--- src/hdl/sdspi_pkg.sv ---
// sdspi_pkg: shared types, phase and return codes for the spi-mode sd host engine
// no dependencies
package sdspi_pkg;

   localparam int BlockBytes = 512;

   // input actions
   localparam logic [2:0] ACT_INIT  = 3'd0;
   localparam logic [2:0] ACT_READ  = 3'd1;
   localparam logic [2:0] ACT_WRITE = 3'd2;
   localparam logic [2:0] ACT_XCHG  = 3'd3;
   localparam logic [2:0] ACT_DATA  = 3'd4;

   // status codes
   localparam logic [2:0] ST_OK      = 3'd0;
   localparam logic [2:0] ST_NRDY    = 3'd1;
   localparam logic [2:0] ST_CMDERR  = 3'd2;
   localparam logic [2:0] ST_TOKTO   = 3'd3;
   localparam logic [2:0] ST_WREJ    = 3'd4;
   localparam logic [2:0] ST_NOCARD  = 3'd5;
   localparam logic [2:0] ST_BADCARD = 3'd6;

   // card kinds
   localparam logic [2:0] CK_NONE = 3'd0;
   localparam logic [2:0] CK_MMC  = 3'd1;
   localparam logic [2:0] CK_SDV1 = 3'd2;
   localparam logic [2:0] CK_SDV2 = 3'd3;
   localparam logic [2:0] CK_SDHC = 3'd4;
   localparam logic [2:0] CK_ERR  = 3'd5;

   // configuration register indexes
   localparam logic [2:0] REG_READY_WAIT = 3'd0;
   localparam logic [2:0] REG_TOKEN_WAIT = 3'd1;
   localparam logic [2:0] REG_INIT_POLL  = 3'd2;
   localparam logic [2:0] REG_IDLE_RETRY = 3'd3;
   localparam logic [2:0] REG_RESP_POLL  = 3'd4;

   // sequencer phases, one-hot
   typedef enum logic [19:0] {
      P_IDLE        = 20'h00001,
      P_POWERUP     = 20'h00002,
      P_CMD_DESEL   = 20'h00004,
      P_CMD_READY   = 20'h00008,
      P_CMD_SELFAIL = 20'h00010,
      P_CMD_SEND    = 20'h00020,
      P_CMD_RESP    = 20'h00040,
      P_TRAIL       = 20'h00080,
      P_TOKEN       = 20'h00100,
      P_RDATA       = 20'h00200,
      P_RCRC        = 20'h00400,
      P_WREADY      = 20'h00800,
      P_WTOKEN      = 20'h01000,
      P_WNEED       = 20'h02000,
      P_WDATA       = 20'h04000,
      P_WCRC        = 20'h08000,
      P_WRESP       = 20'h10000,
      P_SREADY      = 20'h20000,
      P_STOPTOK     = 20'h40000,
      P_FINAL       = 20'h80000
   } phase_type;

   // what to do once a command response arrives
   typedef enum logic [4:0] {
      K_CMD0, K_CMD8, K_R7, K_V2_55, K_V2_41, K_CMD58, K_OCR, K_V1_55A, K_V1_41A,
      K_V1_55, K_V1_41, K_CMD1, K_CMD16, K_RD17, K_RD18, K_RD12, K_WR24, K_WR55,
      K_WR23, K_WR25, K_NONE
   } ret_type;

   // one classified word from the front part
   typedef struct packed {
      logic [2:0]  action;
      logic [31:0] sector;
      logic [15:0] block_count;
      logic [7:0]  rx_byte;
      logic [7:0]  data_byte;
   } word_type;

   // configuration limits
   typedef struct packed {
      logic [23:0] ready_wait_limit;
      logic [15:0] token_wait_limit;
      logic [15:0] init_poll_limit;
      logic [7:0]  idle_retry_limit;
      logic [7:0]  response_poll_limit;
   } cfg_type;

   // one result word
   typedef struct packed {
      logic       tx_valid;
      logic [7:0] tx_byte;
      logic       chip_select;
      logic       read_valid;
      logic [7:0] read_byte;
      logic       need_data;
      logic       done_res;
      logic [2:0] status;
      logic [7:0] response_byte;
      logic [2:0] card_kind;
   } result_type;

endpackage

--- src/hdl/sdspi_queue.sv ---
// sdspi_queue: two-entry word queue between the front and the sequencer
// depends on sdspi_pkg
module sdspi_queue
   import sdspi_pkg::*;
(
   input  logic     clock,
   input  logic     reset,
   input  logic     in_valid,
   output logic     in_stall,
   input  word_type in_word,
   output logic     out_valid,
   input  logic     out_stall,
   output word_type out_word
);

   word_type   mem_ff [2];
   logic       wr_ptr_ff, wr_ptr_in;
   logic       rd_ptr_ff, rd_ptr_in;
   logic [1:0] count_ff, count_in;
   logic       push, pop;

   assign in_stall  = (count_ff == 2'd2);
   assign out_valid = (count_ff != 2'd0);
   assign out_word  = mem_ff[rd_ptr_ff];
   assign push      = in_valid && !in_stall;
   assign pop       = out_valid && !out_stall;

   // pointer and fill update
   always_comb begin
      wr_ptr_in = wr_ptr_ff ^ push;
      rd_ptr_in = rd_ptr_ff ^ pop;
      count_in  = count_ff + {1'b0, push} - {1'b0, pop};
   end

   always_ff @(posedge clock) begin
      if (reset) begin
         wr_ptr_ff <= 1'b0;
         rd_ptr_ff <= 1'b0;
         count_ff  <= 2'd0;
      end else begin
         wr_ptr_ff <= wr_ptr_in;
         rd_ptr_ff <= rd_ptr_in;
         count_ff  <= count_in;
      end
   end

   // storage
   always_ff @(posedge clock) begin
      if (push) begin
         mem_ff[wr_ptr_ff] <= in_word;
      end
   end

endmodule

--- src/hdl/sdspi_front.sv ---
// sdspi_front: request intake and configuration registers
// depends on sdspi_pkg
module sdspi_front
   import sdspi_pkg::*;
(
   input  logic        clock,
   input  logic        reset,
   input  logic        req_valid,
   output logic        req_stall,
   input  logic [2:0]  req_action,
   input  logic [31:0] req_sector,
   input  logic [15:0] req_block_count,
   input  logic [7:0]  req_rx_byte,
   input  logic [7:0]  req_data_byte,
   output logic        q_valid,
   input  logic        q_stall,
   output word_type    q_word,
   input  logic        csr_psel,
   input  logic        csr_penable,
   input  logic        csr_pwrite,
   input  logic [4:0]  csr_paddr,
   input  logic [31:0] csr_pwdata,
   output logic [31:0] csr_prdata,
   output logic        csr_pready,
   output cfg_type     cfg
);

   cfg_type    cfg_ff, cfg_in;
   logic [2:0] reg_idx;
   logic       wr_en;

   // intake passes straight into the queue; the queue provides the stall
   assign q_valid   = req_valid;
   assign req_stall = q_stall;
   always_comb begin
      q_word.action      = req_action;
      q_word.sector      = req_sector;
      q_word.block_count = (req_block_count == 16'd0) ? 16'd1 : req_block_count;
      q_word.rx_byte     = req_rx_byte;
      q_word.data_byte   = req_data_byte;
   end

   // register file
   assign csr_pready = 1'b1;
   assign reg_idx    = csr_paddr[4:2];
   assign wr_en      = csr_psel && csr_penable && csr_pwrite;
   assign cfg        = cfg_ff;

   always_comb begin
      cfg_in = cfg_ff;
      if (wr_en) begin
         case (reg_idx)
            REG_READY_WAIT: cfg_in.ready_wait_limit    = csr_pwdata[23:0];
            REG_TOKEN_WAIT: cfg_in.token_wait_limit    = csr_pwdata[15:0];
            REG_INIT_POLL:  cfg_in.init_poll_limit     = csr_pwdata[15:0];
            REG_IDLE_RETRY: cfg_in.idle_retry_limit    = csr_pwdata[7:0];
            REG_RESP_POLL:  cfg_in.response_poll_limit = csr_pwdata[7:0];
            default: ;
         endcase
      end
   end

   always_comb begin
      case (reg_idx)
         REG_READY_WAIT: csr_prdata = {8'd0, cfg_ff.ready_wait_limit};
         REG_TOKEN_WAIT: csr_prdata = {16'd0, cfg_ff.token_wait_limit};
         REG_INIT_POLL:  csr_prdata = {16'd0, cfg_ff.init_poll_limit};
         REG_IDLE_RETRY: csr_prdata = {24'd0, cfg_ff.idle_retry_limit};
         REG_RESP_POLL:  csr_prdata = {24'd0, cfg_ff.response_poll_limit};
         default:        csr_prdata = 32'd0;
      endcase
   end

   always_ff @(posedge clock) begin
      if (reset) begin
         cfg_ff.ready_wait_limit    <= 24'hFFFFFF;
         cfg_ff.token_wait_limit    <= 16'hFFFF;
         cfg_ff.init_poll_limit     <= 16'hFFFE;
         cfg_ff.idle_retry_limit    <= 8'd20;
         cfg_ff.response_poll_limit <= 8'h1F;
      end else begin
         cfg_ff <= cfg_in;
      end
   end

endmodule

--- src/hdl/sdspi_seq.sv ---
// sdspi_seq: protocol sequencer, one word per cycle while the result is not stalled, with result output register
// depends on sdspi_pkg
module sdspi_seq
   import sdspi_pkg::*;
#(
   parameter int BLOCK_BYTES = BlockBytes
) (
   input  logic       clock,
   input  logic       reset,
   input  logic       q_valid,
   output logic       q_stall,
   input  word_type   q_word,
   input  cfg_type    cfg,
   output logic       res_valid,
   input  logic       res_stall,
   output result_type res
);

   localparam int BW = $clog2(BLOCK_BYTES + 1);

   phase_type   phase_ff, phase_in;
   ret_type     ret_ff, ret_in;
   logic [BW-1:0] bidx_ff, bidx_in;
   logic [23:0] wait_ff, wait_in;
   logic [15:0] retry_ff, retry_in;
   logic [2:0]  card_ff, card_in;
   logic [15:0] left_ff, left_in;
   logic [31:0] arg_ff, arg_in;
   logic [5:0]  cidx_ff, cidx_in;
   logic [31:0] trail_ff, trail_in;
   logic [7:0]  r1_ff, r1_in;
   logic [1:0]  kind_ff, kind_in;
   logic [2:0]  ost_ff, ost_in;
   logic        multi_ff, multi_in;
   logic [31:0] baddr_ff, baddr_in;

   result_type  res_ff, res_in;
   logic        rv_ff, rv_in;
   logic        take;

   // output register may be refilled as it drains
   assign q_stall   = rv_ff && res_stall;
   assign take      = q_valid && !q_stall;
   assign res_valid = rv_ff;
   assign res       = res_ff;

   always_comb begin
      logic        fresh, data_tx, rdv, done;
      logic [7:0]  rdb, rx, txb;
      logic [2:0]  st;
      logic [23:0] wnext;
      logic [BW-1:0] bnext;
      logic        launch;
      logic [5:0]  l_idx;
      logic [31:0] l_arg;
      ret_type     l_ret;
      logic        after, rdend, rdok, wrend, wrok;
      logic [31:0] addr;

      phase_in = phase_ff; ret_in = ret_ff; bidx_in = bidx_ff; wait_in = wait_ff;
      retry_in = retry_ff; card_in = card_ff; left_in = left_ff; arg_in = arg_ff;
      cidx_in = cidx_ff; trail_in = trail_ff; r1_in = r1_ff; kind_in = kind_ff;
      ost_in = ost_ff; multi_in = multi_ff; baddr_in = baddr_ff;
      fresh = 1'b0; data_tx = 1'b0; rdv = 1'b0; rdb = 8'd0; done = 1'b0; st = ST_OK;
      rx = q_word.rx_byte;
      wnext = wait_ff + 24'd1;
      bnext = bidx_ff + 1'b1;
      launch = 1'b0; l_idx = 6'd0; l_arg = 32'd0; l_ret = K_NONE;
      after = 1'b0; rdend = 1'b0; rdok = 1'b0; wrend = 1'b0; wrok = 1'b0;
      addr = (card_ff == CK_SDHC) ? q_word.sector : {q_word.sector[22:0], 9'd0};
      txb = 8'hFF;

      if (take) begin
         // new request
         if (q_word.action <= ACT_WRITE && phase_ff == P_IDLE) begin
            kind_in = q_word.action[1:0];
            ost_in  = ST_OK;
            fresh   = 1'b1;
            if (q_word.action == ACT_INIT) begin
               card_in  = CK_NONE;
               bidx_in  = '0;
               phase_in = P_POWERUP;
            end else begin
               left_in  = q_word.block_count;
               multi_in = q_word.block_count > 16'd1;
               baddr_in = addr;
               launch   = 1'b1;
               if (q_word.action == ACT_READ) begin
                  l_idx = multi_in ? 6'd18 : 6'd17;
                  l_arg = addr;
                  l_ret = multi_in ? K_RD18 : K_RD17;
               end else if (!multi_in) begin
                  l_idx = 6'd24; l_arg = addr; l_ret = K_WR24;
               end else if (card_ff != CK_MMC) begin
                  l_idx = 6'd55; l_arg = 32'd0; l_ret = K_WR55;
               end else begin
                  l_idx = 6'd25; l_arg = addr; l_ret = K_WR25;
               end
            end
         // byte exchanged
         end else if (q_word.action == ACT_XCHG && phase_ff != P_IDLE &&
                      phase_ff != P_WNEED) begin
            fresh = 1'b1;
            case (phase_ff)
               P_POWERUP: begin
                  bidx_in = bnext;
                  if (bnext >= BW'(10)) begin
                     retry_in = '0; launch = 1'b1; l_ret = K_CMD0;
                  end
               end
               P_CMD_DESEL: begin
                  wait_in = '0; phase_in = P_CMD_READY;
               end
               P_CMD_READY: begin
                  if (rx == 8'hFF) begin
                     bidx_in = '0; phase_in = P_CMD_SEND;
                  end else begin
                     wait_in = wnext;
                     if (wnext >= cfg.ready_wait_limit) phase_in = P_CMD_SELFAIL;
                  end
               end
               P_CMD_SELFAIL: begin
                  r1_in = 8'hFF; after = 1'b1;
               end
               P_CMD_SEND: begin
                  bidx_in = bnext;
                  if (bnext >= ((cidx_ff == 6'd12) ? BW'(7) : BW'(6))) begin
                     bidx_in = '0; phase_in = P_CMD_RESP;
                  end
               end
               P_CMD_RESP: begin
                  if (rx[7] && bidx_ff < BW'(cfg.response_poll_limit)) bidx_in = bnext;
                  else begin
                     r1_in = rx; after = 1'b1;
                  end
               end
               P_TRAIL: begin
                  trail_in = {trail_ff[23:0], rx};
                  bidx_in  = bnext;
                  if (bnext >= BW'(4)) after = 1'b1;
               end
               P_TOKEN: begin
                  if (rx == 8'hFE) begin
                     bidx_in = '0; phase_in = P_RDATA;
                  end else begin
                     wait_in = wnext;
                     if (wnext >= {8'd0, cfg.token_wait_limit}) begin
                        ost_in = ST_TOKTO; rdend = 1'b1;
                     end
                  end
               end
               P_RDATA: begin
                  rdv = 1'b1; rdb = rx; bidx_in = bnext;
                  if (bnext >= BW'(BLOCK_BYTES)) begin
                     bidx_in = '0; phase_in = P_RCRC;
                  end
               end
               P_RCRC: begin
                  bidx_in = bnext;
                  if (bnext >= BW'(2)) begin
                     rdend = 1'b1; rdok = 1'b1;
                  end
               end
               P_WREADY: begin
                  if (rx == 8'hFF) phase_in = P_WTOKEN;
                  else begin
                     wait_in = wnext;
                     if (wnext >= cfg.ready_wait_limit) begin
                        ost_in = ST_NRDY; wrend = 1'b1;
                     end
                  end
               end
               P_WTOKEN: begin
                  bidx_in = '0; phase_in = P_WNEED;
               end
               P_WDATA: begin
                  bidx_in = bnext;
                  if (bnext >= BW'(BLOCK_BYTES)) begin
                     bidx_in = '0; phase_in = P_WCRC;
                  end else phase_in = P_WNEED;
               end
               P_WCRC: begin
                  bidx_in = bnext;
                  if (bnext >= BW'(2)) phase_in = P_WRESP;
               end
               P_WRESP: begin
                  wrend = 1'b1;
                  if (rx[4:0] != 5'h05) ost_in = ST_WREJ;
                  else wrok = 1'b1;
               end
               P_SREADY: begin
                  if (rx == 8'hFF) phase_in = P_STOPTOK;
                  else begin
                     wait_in = wnext;
                     if (wnext >= cfg.ready_wait_limit) begin
                        if (ost_ff == ST_OK) ost_in = ST_NRDY;
                        phase_in = P_FINAL;
                     end
                  end
               end
               P_STOPTOK: phase_in = P_FINAL;
               P_FINAL: begin
                  phase_in = P_IDLE; done = 1'b1;
                  if (kind_ff == 2'd0)
                     st = (card_ff == CK_NONE) ? ST_NOCARD :
                          ((card_ff == CK_ERR) ? ST_BADCARD : ST_OK);
                  else st = ost_ff;
               end
               default: ;
            endcase
         // write payload byte
         end else if (q_word.action == ACT_DATA && phase_ff == P_WNEED) begin
            phase_in = P_WDATA; fresh = 1'b1; data_tx = 1'b1;
         end
      end

      // response dispatch
      if (after) begin
         case (ret_ff)
            K_CMD0: begin
               if (r1_in == 8'h01) begin
                  launch = 1'b1; l_idx = 6'd8; l_arg = 32'h1AA; l_ret = K_CMD8;
               end else if ({8'd0, retry_ff} < {8'd0, cfg.idle_retry_limit}) begin
                  retry_in = retry_ff + 16'd1; launch = 1'b1; l_ret = K_CMD0;
               end else phase_in = P_FINAL;
            end
            K_CMD8: begin
               if (r1_in == 8'h01) begin
                  trail_in = '0; bidx_in = '0; ret_in = K_R7; phase_in = P_TRAIL;
               end else begin
                  launch = 1'b1; l_idx = 6'd55; l_ret = K_V1_55A;
               end
            end
            K_R7: begin
               if (trail_in[15:0] == 16'h01AA) begin
                  retry_in = '0; launch = 1'b1; l_idx = 6'd55; l_ret = K_V2_55;
               end else phase_in = P_FINAL;
            end
            K_V2_55: begin
               launch = 1'b1; l_idx = 6'd41; l_arg = 32'h40000000; l_ret = K_V2_41;
            end
            K_V2_41: begin
               if (r1_in == 8'd0) begin
                  launch = 1'b1; l_idx = 6'd58; l_ret = K_CMD58;
               end else if (retry_ff < cfg.init_poll_limit) begin
                  retry_in = retry_ff + 16'd1; launch = 1'b1; l_idx = 6'd55; l_ret = K_V2_55;
               end else phase_in = P_FINAL;
            end
            K_CMD58: begin
               if (r1_in == 8'd0) begin
                  trail_in = '0; bidx_in = '0; ret_in = K_OCR; phase_in = P_TRAIL;
               end else phase_in = P_FINAL;
            end
            K_OCR: begin
               card_in = trail_in[30] ? CK_SDHC : CK_SDV2; phase_in = P_FINAL;
            end
            K_V1_55A: begin
               launch = 1'b1; l_idx = 6'd41; l_ret = K_V1_41A;
            end
            K_V1_41A: begin
               retry_in = '0; launch = 1'b1;
               if (r1_in <= 8'd1) begin
                  card_in = CK_SDV1; l_idx = 6'd55; l_ret = K_V1_55;
               end else begin
                  card_in = CK_MMC; l_idx = 6'd1; l_ret = K_CMD1;
               end
            end
            K_V1_55: begin
               launch = 1'b1; l_idx = 6'd41; l_ret = K_V1_41;
            end
            K_V1_41, K_CMD1: begin
               if (r1_in == 8'd0) begin
                  launch = 1'b1; l_idx = 6'd16; l_arg = 32'(BLOCK_BYTES); l_ret = K_CMD16;
               end else if (retry_ff < cfg.init_poll_limit) begin
                  retry_in = retry_ff + 16'd1; launch = 1'b1;
                  if (ret_ff == K_CMD1) begin
                     l_idx = 6'd1; l_ret = K_CMD1;
                  end else begin
                     l_idx = 6'd55; l_ret = K_V1_55;
                  end
               end else begin
                  card_in = CK_ERR; phase_in = P_FINAL;
               end
            end
            K_CMD16: begin
               if (r1_in != 8'd0) card_in = CK_ERR;
               phase_in = P_FINAL;
            end
            K_RD17, K_RD18: begin
               if (r1_in == 8'd0) begin
                  wait_in = '0; phase_in = P_TOKEN;
               end else begin
                  ost_in = ST_CMDERR; phase_in = P_FINAL;
               end
            end
            K_WR55: begin
               launch = 1'b1; l_idx = 6'd23; l_arg = {16'd0, left_ff}; l_ret = K_WR23;
            end
            K_WR23: begin
               launch = 1'b1; l_idx = 6'd25; l_arg = baddr_ff; l_ret = K_WR25;
            end
            K_WR24, K_WR25: begin
               if (r1_in == 8'd0) begin
                  wait_in = '0; phase_in = P_WREADY;
               end else begin
                  ost_in = ST_CMDERR; phase_in = P_FINAL;
               end
            end
            default: phase_in = P_FINAL;
         endcase
      end

      // end of a read block
      if (rdend) begin
         if (rdok && multi_ff && left_ff > 16'd1) begin
            left_in = left_ff - 16'd1; wait_in = '0; phase_in = P_TOKEN;
         end else if (multi_ff) begin
            launch = 1'b1; l_idx = 6'd12; l_ret = K_RD12;
         end else phase_in = P_FINAL;
      end

      // end of a write block
      if (wrend) begin
         if (!multi_ff) phase_in = P_FINAL;
         else begin
            wait_in = '0;
            if (wrok && left_ff > 16'd1) begin
               left_in = left_ff - 16'd1; phase_in = P_WREADY;
            end else phase_in = P_SREADY;
         end
      end

      // command launch
      if (launch) begin
         cidx_in = l_idx; arg_in = l_arg; ret_in = l_ret; phase_in = P_CMD_DESEL;
      end

      // next transmit byte
      case (phase_in)
         P_CMD_SEND: begin
            case (bidx_in)
               BW'(0): txb = {2'b01, cidx_in};
               BW'(1): txb = arg_in[31:24];
               BW'(2): txb = arg_in[23:16];
               BW'(3): txb = arg_in[15:8];
               BW'(4): txb = arg_in[7:0];
               BW'(5): txb = (cidx_in == 6'd0) ? 8'h95 :
                             ((cidx_in == 6'd8) ? 8'h87 : 8'h01);
               default: txb = 8'hFF;
            endcase
         end
         P_WTOKEN:  txb = multi_in ? 8'hFC : 8'hFE;
         P_STOPTOK: txb = 8'hFD;
         default:   txb = 8'hFF;
      endcase
      if (data_tx) txb = q_word.data_byte;

      res_in.tx_valid = fresh && phase_in != P_IDLE && phase_in != P_WNEED;
      res_in.tx_byte  = res_in.tx_valid ? txb : 8'd0;
      res_in.chip_select = (phase_in == P_IDLE || phase_in == P_POWERUP ||
                            phase_in == P_CMD_DESEL || phase_in == P_CMD_SELFAIL ||
                            phase_in == P_FINAL);
      res_in.read_valid    = rdv;
      res_in.read_byte     = rdb;
      res_in.need_data     = (phase_in == P_WNEED);
      res_in.done_res      = done;
      res_in.status        = st;
      res_in.response_byte = r1_in;
      res_in.card_kind     = card_in;
      rv_in = take ? 1'b1 : (rv_ff && res_stall);
   end

   // control state
   always_ff @(posedge clock) begin
      if (reset) begin
         phase_ff <= P_IDLE; ret_ff <= K_NONE; bidx_ff <= '0; wait_ff <= '0;
         retry_ff <= '0; card_ff <= CK_NONE; left_ff <= '0; arg_ff <= '0;
         cidx_ff <= '0; trail_ff <= '0; r1_ff <= 8'hFF; kind_ff <= '0;
         ost_ff <= ST_OK; multi_ff <= 1'b0; baddr_ff <= '0; rv_ff <= 1'b0;
      end else begin
         phase_ff <= phase_in; ret_ff <= ret_in; bidx_ff <= bidx_in; wait_ff <= wait_in;
         retry_ff <= retry_in; card_ff <= card_in; left_ff <= left_in; arg_ff <= arg_in;
         cidx_ff <= cidx_in; trail_ff <= trail_in; r1_ff <= r1_in; kind_ff <= kind_in;
         ost_ff <= ost_in; multi_ff <= multi_in; baddr_ff <= baddr_in; rv_ff <= rv_in;
      end
   end

   // result register
   always_ff @(posedge clock) begin
      if (take) res_ff <= res_in;
   end

endmodule

--- src/hdl/sd_spi_mode_host_engine.sv ---
// channel  | direction | handshake
// req_     | in        | req_valid / req_stall, word = action plus operands
// rsp_     | out       | rsp_valid / rsp_stall, word = one result per request word
// csr_     | in/out    | apb-style, registers at 4*index
// one word per cycle sustained while rsp_stall is low; a word passes a two-entry queue
// and the sequencer, then waits in the result register
// synchronous active-high reset restores default limits and idle state
// a stalled result backs up the queue, then req_stall rises
// top level: depends on sdspi_pkg, sdspi_front, sdspi_queue, sdspi_seq
module sd_spi_mode_host_engine
   import sdspi_pkg::*;
#(
   parameter int BLOCK_BYTES = BlockBytes
) (
   input  logic        clock,
   input  logic        reset,
   input  logic        req_valid,
   output logic        req_stall,
   input  logic [2:0]  req_action,
   input  logic [31:0] req_sector,
   input  logic [15:0] req_block_count,
   input  logic [7:0]  req_rx_byte,
   input  logic [7:0]  req_data_byte,
   output logic        rsp_valid,
   input  logic        rsp_stall,
   output logic        rsp_tx_valid,
   output logic [7:0]  rsp_tx_byte,
   output logic        rsp_chip_select,
   output logic        rsp_read_valid,
   output logic [7:0]  rsp_read_byte,
   output logic        rsp_need_data,
   output logic        rsp_done_res,
   output logic [2:0]  rsp_status,
   output logic [7:0]  rsp_response_byte,
   output logic [2:0]  rsp_card_kind,
   input  logic        psel,
   input  logic        penable,
   input  logic        pwrite,
   input  logic [4:0]  paddr,
   input  logic [31:0] pwdata,
   output logic [31:0] prdata,
   output logic        pready
);

   logic       f_valid, f_stall, s_valid, s_stall;
   word_type   f_word, s_word;
   cfg_type    cfg;
   result_type res;

   // intake and registers
   sdspi_front u_front (
      .clock, .reset, .req_valid, .req_stall, .req_action, .req_sector,
      .req_block_count, .req_rx_byte, .req_data_byte,
      .q_valid(f_valid), .q_stall(f_stall), .q_word(f_word),
      .csr_psel(psel), .csr_penable(penable), .csr_pwrite(pwrite),
      .csr_paddr(paddr), .csr_pwdata(pwdata), .csr_prdata(prdata),
      .csr_pready(pready), .cfg(cfg)
   );

   // decoupling queue
   sdspi_queue u_queue (
      .clock, .reset, .in_valid(f_valid), .in_stall(f_stall), .in_word(f_word),
      .out_valid(s_valid), .out_stall(s_stall), .out_word(s_word)
   );

   // sequencer
   sdspi_seq #(.BLOCK_BYTES(BLOCK_BYTES)) u_seq (
      .clock, .reset, .q_valid(s_valid), .q_stall(s_stall), .q_word(s_word),
      .cfg(cfg), .res_valid(rsp_valid), .res_stall(rsp_stall), .res(res)
   );

   assign rsp_tx_valid      = res.tx_valid;
   assign rsp_tx_byte       = res.tx_byte;
   assign rsp_chip_select   = res.chip_select;
   assign rsp_read_valid    = res.read_valid;
   assign rsp_read_byte     = res.read_byte;
   assign rsp_need_data     = res.need_data;
   assign rsp_done_res      = res.done_res;
   assign rsp_status        = res.status;
   assign rsp_response_byte = res.response_byte;
   assign rsp_card_kind     = res.card_kind;

   // status only reported with done
   a_status_done: assert property (@(posedge clock) disable iff (reset)
      rsp_valid && !rsp_done_res |-> rsp_status == ST_OK)
      else $error("status without done");

   // read payload bytes are never delivered with a released select
   a_read_sel: assert property (@(posedge clock) disable iff (reset)
      rsp_valid && rsp_read_valid |-> !rsp_chip_select)
      else $error("read data while deselected");

   // waiting for data means no exchange is launched
   a_need_tx: assert property (@(posedge clock) disable iff (reset)
      rsp_valid && rsp_need_data |-> !rsp_tx_valid)
      else $error("exchange while waiting for data");

endmodule
--- config.mk ---
export PLATFORM = sky130hd
export DESIGN_NAME = sd_spi_mode_host_engine
export DESIGN_NICKNAME = d
export VERILOG_FILES = /design/src/hdl/sdspi_pkg.sv /design/src/hdl/sdspi_queue.sv /design/src/hdl/sdspi_front.sv /design/src/hdl/sdspi_seq.sv /design/src/hdl/sd_spi_mode_host_engine.sv
export SDC_FILE = /design/constraint.sdc
export NUM_CORES = 1
export LEC_CHECK = 0
export CORE_UTILIZATION = 35
export CTS_CLUSTER_SIZE = 25
export DETAILED_ROUTE_END_ITERATION = 10
export DONT_BUFFER_PORTS = 1
export PLACE_DENSITY = 0.53
export SYNTH_ARGS = -nofsm -noshare
export SYNTH_HDL_FRONTEND = slang
export SYNTH_HIERARCHICAL = 1
export SYNTH_SLANG_ARGS = --single-unit
--- constraint.sdc ---
create_clock -name clock -period 14.8 [get_ports clock]
set_clock_uncertainty 0.05 [all_clocks]
set_input_delay 0.74 -clock clock [delete_from_list [all_inputs] [get_ports clock]]
set_output_delay 0.74 -clock clock [all_outputs]
set_load 0.01 [all_outputs]
Word-level counts from Yosys, hierarchy flattened:

Memories as Yosys holds them, arrays and structs flattened. A register that Yosys moved wholly into a read port is not among the register bits.
Index checks and enable logic that the tools add are counted.

* flip-flop bits (word level): 322
* RAM bits: 134
* input bits: 111
* output and inout bits: 70
* logic and storage cells: 449
* memories kept: 1

* add/sub/neg operators: 6
* order comparisons: 14
* equal/unequal tests: 76
* muxes and demuxes: 256
* bitwise logic cells: 6
* reduce and logical (&&, ||, !) cells: 56

Memories
* u_queue.mem_ff: words 2, width 67, rd ports 1, clocked after memory_dff 1, write ports 1, RTL line sdspi_queue.sv:16 `word_type mem_ff [2];`

Operators with widths (number)
* 2-to-1 mux 20 bit: 30
* 2-to-1 mux 32 bit: 18
* 2-to-1 mux 16 bit: 21
* 2-to-1 mux 24 bit: 12
* one-hot mux 20 bit (12 select lines): 1
* one-hot mux 20 bit (8 select lines): 1
* one-hot mux 32 bit (5 select lines): 1
* 2-to-1 mux 10 bit: 12
* 2-to-1 mux 5 bit: 24
* 2-to-1 mux 6 bit: 20
* one-hot mux 24 bit (5 select lines): 1
* 2-to-1 mux 3 bit: 25
* one-hot mux 24 bit (3 select lines): 1
* one-hot mux 10 bit (7 select lines): 1
* one-hot mux 16 bit (4 select lines): 1
* one-hot mux 32 bit (2 select lines): 1
* 2-to-1 mux 1 bit: 58
* 2-to-1 mux 8 bit: 7
* one-hot mux 5 bit (11 select lines): 1
* one-hot mux 6 bit (9 select lines): 1
* one-hot mux 8 bit (6 select lines): 1
* == test 20 x 1 -> 1 bit (second input constant): 2
* == test 20 x 13 -> 1 bit (second input constant): 2
* == test 20 x 14 -> 1 bit (second input constant): 2
* 88 further kinds: 170

Depth between registers and ports, before layout:

* word-level depth: 22
* gate-level depth with buffers: 23
* gate-level depth less buffers: 21

Cells and area by module:

The synthesis kept the hierarchy.

Modules (own cells, without submodules)
* sdspi_seq: instances 1, cells an instance 2148, area each 16268.1 um^2, seq. area each 4994.8 um^2
* sdspi_queue: instances 1, cells an instance 232, area each 5118.7 um^2, seq. area each 4103.9 um^2
* sdspi_front: instances 1, cells an instance 437, area each 3945.0 um^2, seq. area each 1441.4 um^2

Least setup slack after synthesis:

OpenSTA, ideal clock, no wires.

* path kind: register -> register
* start: reg u_seq.wait_ff[7]
* end: reg u_seq.res_ff, in the netlist u_seq/res[31] (data pin)
* setup time: 0.263 ns
* arrival time: 5.103 ns
* required time: 14.487 ns
* setup slack: 9.384 ns
* stages on the path, launching flop included: 21
* buffers on the path: 1
* period minus slack after synthesis: 5.416 ns
* cells stage by stage: dfxtp_1 -> clkbuf_1 -> nand4_1 -> or4_1 -> nor4_1 -> xor2_1 -> ha_1 -> nand4_1 -> nor4_1 -> o21ai_0 -> o21ai_0 -> nor3b_1 -> or4_1 -> nor3b_4 -> a21o_1 -> nor4b_4 -> nand4_2 -> nor4_4 -> nand2_2 -> nor4b_1 -> nor3_1

* word-level cells in the longest chain between the ends: 20
* elaborated cells on any way between the ends: 52
* classes of those cells: 1 x add/sub; 2 x order compare; 5 x eq/ne; 41 x mux; 3 x reduce/logical

RTL lines
* start, declared: RTL line sdspi_seq.sv:24 `logic [23:0] wait_ff, wait_in;`
* start signal, assigned: RTL line sdspi_seq.sv:381 `phase_ff <= phase_in; ret_ff <= ret_in; bidx_ff <= bidx_in; wait_ff <= wait_in;`
* adder 24 x 1 -> 24 bit *: RTL line sdspi_seq.sv:66 `wnext = wait_ff + 24'd1;`
* greater-or-equal comparator 24 bit: RTL line sdspi_seq.sv:119, sdspi_seq.sv:168, sdspi_seq.sv:195
* 2-to-1 mux 20 bit, on equally long branches: RTL line sdspi_seq.sv:195, sdspi_seq.sv:119
* 2-to-1 mux 20 bit, on equally long branches: RTL line sdspi_seq.sv:192, sdspi_seq.sv:115
* one-hot mux 20 bit (12 select lines): RTL line sdspi_seq.sv:104 `case (phase_ff)`
* 2-to-1 mux 20 bit: RTL line sdspi_seq.sv:101 `end else if (q_word.action == ACT_XCHG && phase_ff != P_IDLE &&`
* 2-to-1 mux 20 bit: RTL line sdspi_seq.sv:75 `if (q_word.action <= ACT_WRITE && phase_ff == P_IDLE) begin`
* 2-to-1 mux 20 bit: RTL line sdspi_seq.sv:73 `if (take) begin`
* [... 4 more ...]
* 2-to-1 mux 20 bit: RTL line sdspi_seq.sv:317 `end else if (multi_ff) begin`
* 2-to-1 mux 20 bit: RTL line sdspi_seq.sv:315 `if (rdok && multi_ff && left_ff > 16'd1) begin`
* 2-to-1 mux 20 bit: RTL line sdspi_seq.sv:314 `if (rdend) begin`
* 2-to-1 mux 20 bit: RTL line sdspi_seq.sv:323 `if (wrend) begin`
* 2-to-1 mux 20 bit: RTL line sdspi_seq.sv:334 `if (launch) begin`
* == test 20 x 19 -> 1 bit (tied with other cells): RTL line sdspi_seq.sv:339 `case (phase_in)`
* one-hot mux 8 bit (3 select lines) / logical AND 1 bit (equally long branches): RTL line sdspi_seq.sv:339, sdspi_seq.sv:358
* 2-to-1 mux 8 bit / logical AND 1 bit (equally long branches): RTL line sdspi_seq.sv:356, sdspi_seq.sv:358
* end signal, assigned: RTL line sdspi_seq.sv:390 `if (take) res_ff <= res_in;`
* end, declared: RTL line sdspi_seq.sv:37 `result_type res_ff, res_in;`

Mark *: on every way between the ends. The rest lies on a longest branch, timed or not.
A chain may end at the register's enable or synchronous reset.

Worst setup path after layout:

* start: reg u_seq.wait_ff[3]
* end: reg u_seq.res_ff, in the netlist u_seq/res[31] (data pin)

The elaborated chain is that of the path after synthesis.

==> metrics.md <==
| Metric | Value |
|---|---|
| Status | complete, no violations |
| Die height | about 270 um |
| Nets@finish | 2,871 |
| Fillers | approximately 7,200 |
| Htree depth | 2 |
| Post-route ant nets | 0 |
| WP data required | 15,110 ps |
| Antenna Cells | 0 |
| Layout cells sized above 1 | 9.66% |
| Power Total | 3680 uW |
| Row count | 98 |
| Final hold viol count | 0 |
| Post-layout min period | approximately 7700 ps |
| Detail Placement HPWL | 59.2 mm |
| Hold crit path type | input pin to register |
| Seq. cell area | 10,500 um^2 |
| Startpoint Class | register |
| Largest net degree at the start of global routing | 250 |
| Final RePlAce weighted congestion | 0.933 |
| CTS tree | built |
| Routed len/inst | around 22 um |
| Post-synth top area share | 21.6% |
| CP cell instances | nand4_1, nor4_1, and3_1, xor2_1, ha_1, nand4_1, nor4_1, o21ai_0, o21ai_0, nor2_1, nor4_1, o221a_2, and3_1, nor4b_4, nand4_2, nor4_4, nand2_2, nor4b_1, nor3_1 |
| Final WL | 80.6 mm |
| Final setup TNS | 0 ps |
| Largest stage delay, worst path | 1090 ps |
| Synth Area in Simple Gates | 22.7% |
| Period utilization | between 50% and 60% |
| Total gr overflow | 0 |
| Worst-case clock buffer depth | 3 |
| Slew @ Worst Pin | approximately 1200 ps |
| Crit. End Element | register |
| Critical path type | register to register |
| Clock latency on the worst-skew pair | 630 ps |
| Initial Utilization | 35.4% |
| Distinct cell type count after synthesis | between 100 and 150 |
| Pins over their slew limit | 0 |
| CTS resizes | 0 |
| Leak Pwr | 0.0106 uW |
| Mux share of post-synthesis cell area | 8.50% |
| Synth top cells by count | nor2_1 (371), dfxtp_1 (273), nand2_1 (213) |
| Drt initial violations | 1,560 |
| Most frequent cell after synthesis | nor2_1 |
| First-pass GRT wire length | 121 mm |
| Post-synthesis sequential area ratio | 41.6% |
| Syn Inst Count | between 2,000 and 3,000 |
| Main combinational cell family by area after synthesis | simple AND/OR/NAND/NOR gates |
| Synth Flop Type | dfxtp_1 |
| Cell taking the most area after synthesis | dfxtp_1 |
| Total of max-cap violations | 0 |
| Arrival time worst endpoint | ~8000 ps |
| RSZ-0062 raised after global routing | no |
| Core area | roughly 70,000 um^2 |
| IO buf count | 0 |
| Clock transition at path regs | roughly 60 ps |
| Cts bufs inserted | 52 |
| Via/cell ratio | ~5.6 |
| Setup Buffers After CTS | 0 |
| Max_slew headroom | 17.9% |
| VDD IR max | 126 uV |
| Setup ws final | 7130 ps |
| Synth area leaders | dfxtp_1 (22%), edfxtp_1 (20%), nor2_1 (5.5%), mux2i_1 (5.0%), ha_1 (4.0%) |
| Crit path max fanout | 8 |
| CTS sink cnt | ~440 |
| Xor and xnor fraction of the mapped netlist area | under 10% |
| Top-Level Pins | ~180 |
| Final Setup Violations | 0 |
| Power Density | 134 nW/um^2 |
| Initial antenna violation count | 0 |
| Synth Register Bits | roughly 440 |
| Fmax | 130 MHz |
| Compound-cell area share of the yosys netlist | 15.8% |
| Drt first pass iters | 6 |
| Post-Route Utilization | 38.2% |
| Die W | 271 um |
| Syn_area_per_cell | roughly 9.0 um^2 |
| Area share of fa/ha/maj cells after synthesis | under 10% |
| Multi-input gate area | 13,300 um^2 |
| Slowest stage cell, crit path | nor4_1 |
| Die area | around 73,000 um^2 |
| Mapped cell area | 25,300 um^2 |
| Gr usage total | 21.3% |
| Vias | 20,716 |
| Number of synthesized flops with an enable pin | 169 |
| Number of global-route vias before repair | 19,704 |
| Clock root buffer master | clkbuf_16 |
| Synth Warn # | 6 |
| Crit path top cell by count | nor4_1 |
| Remaining DRCs | 0 |
| Worst slack, placed | 7370 ps |
| # hold bufs at CTS | 0 |
| Area Overhead vs Synth | 8.09% |
| Async SR Flop Fraction | 0% |
## power breakdown
part / total [uW] / internal (uW) / switching, uW
logic: 810 / 279 / 531
registers: 1540 / 1420 / 122
clock network: 1320 / 787 / 538
## sequential cells by signal (all words and copies together), names as in the netlist, 2 cells and up
signal	cells
u_front/cfg	72
u_queue/count_ff	2
u_queue/mem_ff	134
u_seq/arg_ff	32
u_seq/baddr_ff	32
u_seq/bidx_ff	10
u_seq/card_ff	3
u_seq/cidx_ff	6
u_seq/kind_ff	2
u_seq/left_ff	16
u_seq/ost_ff	3
u_seq/phase_ff	20
u_seq/r1_ff	8
u_seq/res	35
u_seq/ret_ff	5
u_seq/retry_ff	16
u_seq/trail_ff	18
u_seq/wait_ff	24
## path summary, 6_finish.rpt
path                     startpoint                    to  slack [ps]  cells after the start
setup / recovery   u_seq/wait_ff[3]         u_seq/res[31]        7130                     19
hold / removal     req_data_byte[4]  u_queue/mem_ff[1][4]         150                      0
setup reg to reg   u_seq/wait_ff[3]         u_seq/res[31]        7130                     19
hold reg to reg   u_seq/baddr_ff[6]     u_seq/baddr_ff[6]         400                      2
## logic make-up after synthesis
family,count (synthesis)
fa+ha+maj,80
other cells,2
compound gates,612
flops,442
buf+inv,325
simple gates,1121
mux,202
xor+xnor,33
## critical path, delay by kind of cell (launching register included)
family | cells | cell delay [ps]
AND/OR/NAND/NOR | 14 | 5390
flip-flops | 1 | 460
adder cells (fa/ha/maj) | 1 | 300
AO/OA/AOI/OAI | 3 | 1090
XOR/XNOR | 1 | 100
## metal layers
layer | part of all wire [%] | GRT usage, % | vias up
li1 | - | - | 9856
met1 | 44 | 27.3 | 10167
met2 | 49 | 36.9 | 574
met3 | 4.6 | 2.63 | 119
met4 | 2.8 | 6.74 | 0
met5 | 0 | 0 | -
## placed cells by master, fill, tap and decap left out, types with 38 or more instances in the layout
cell	count
a211oi_1	44
a21oi_1	196
and3_1	59
clkbuf_16	52
dfxtp_1	272
edfxtp_1	169
ha_1	78
inv_1	100
mux2_2	61
mux2i_1	127
nand2_1	213
nand2b_1	38
nand3_1	77
nor2_1	370
nor2b_1	45
nor3_1	64
nor4_1	41
o21ai_0	115
## area by class of cell
type	count	area share (%)
Clock buffer	68	5.04
Clock inverter	28	1.44
Inverter	101	1.38
Multi-Input combinational cell	2057	48.6
Sequential cell	442	38.5
Tap cell	950	4.34
Timing Repair Buffer	26	0.713
## per-stage QoR
step	cell area, um^2	hold slack [ps]	cells
after detailed placement	25600	395	3576
after global routing	27400	117	3672
after CTS	27400	102	3672
after floorplan	25400	381	2824
after global placement	25600	388	3576
final	27400	152	3672
(Power assumes the default switching activity.)
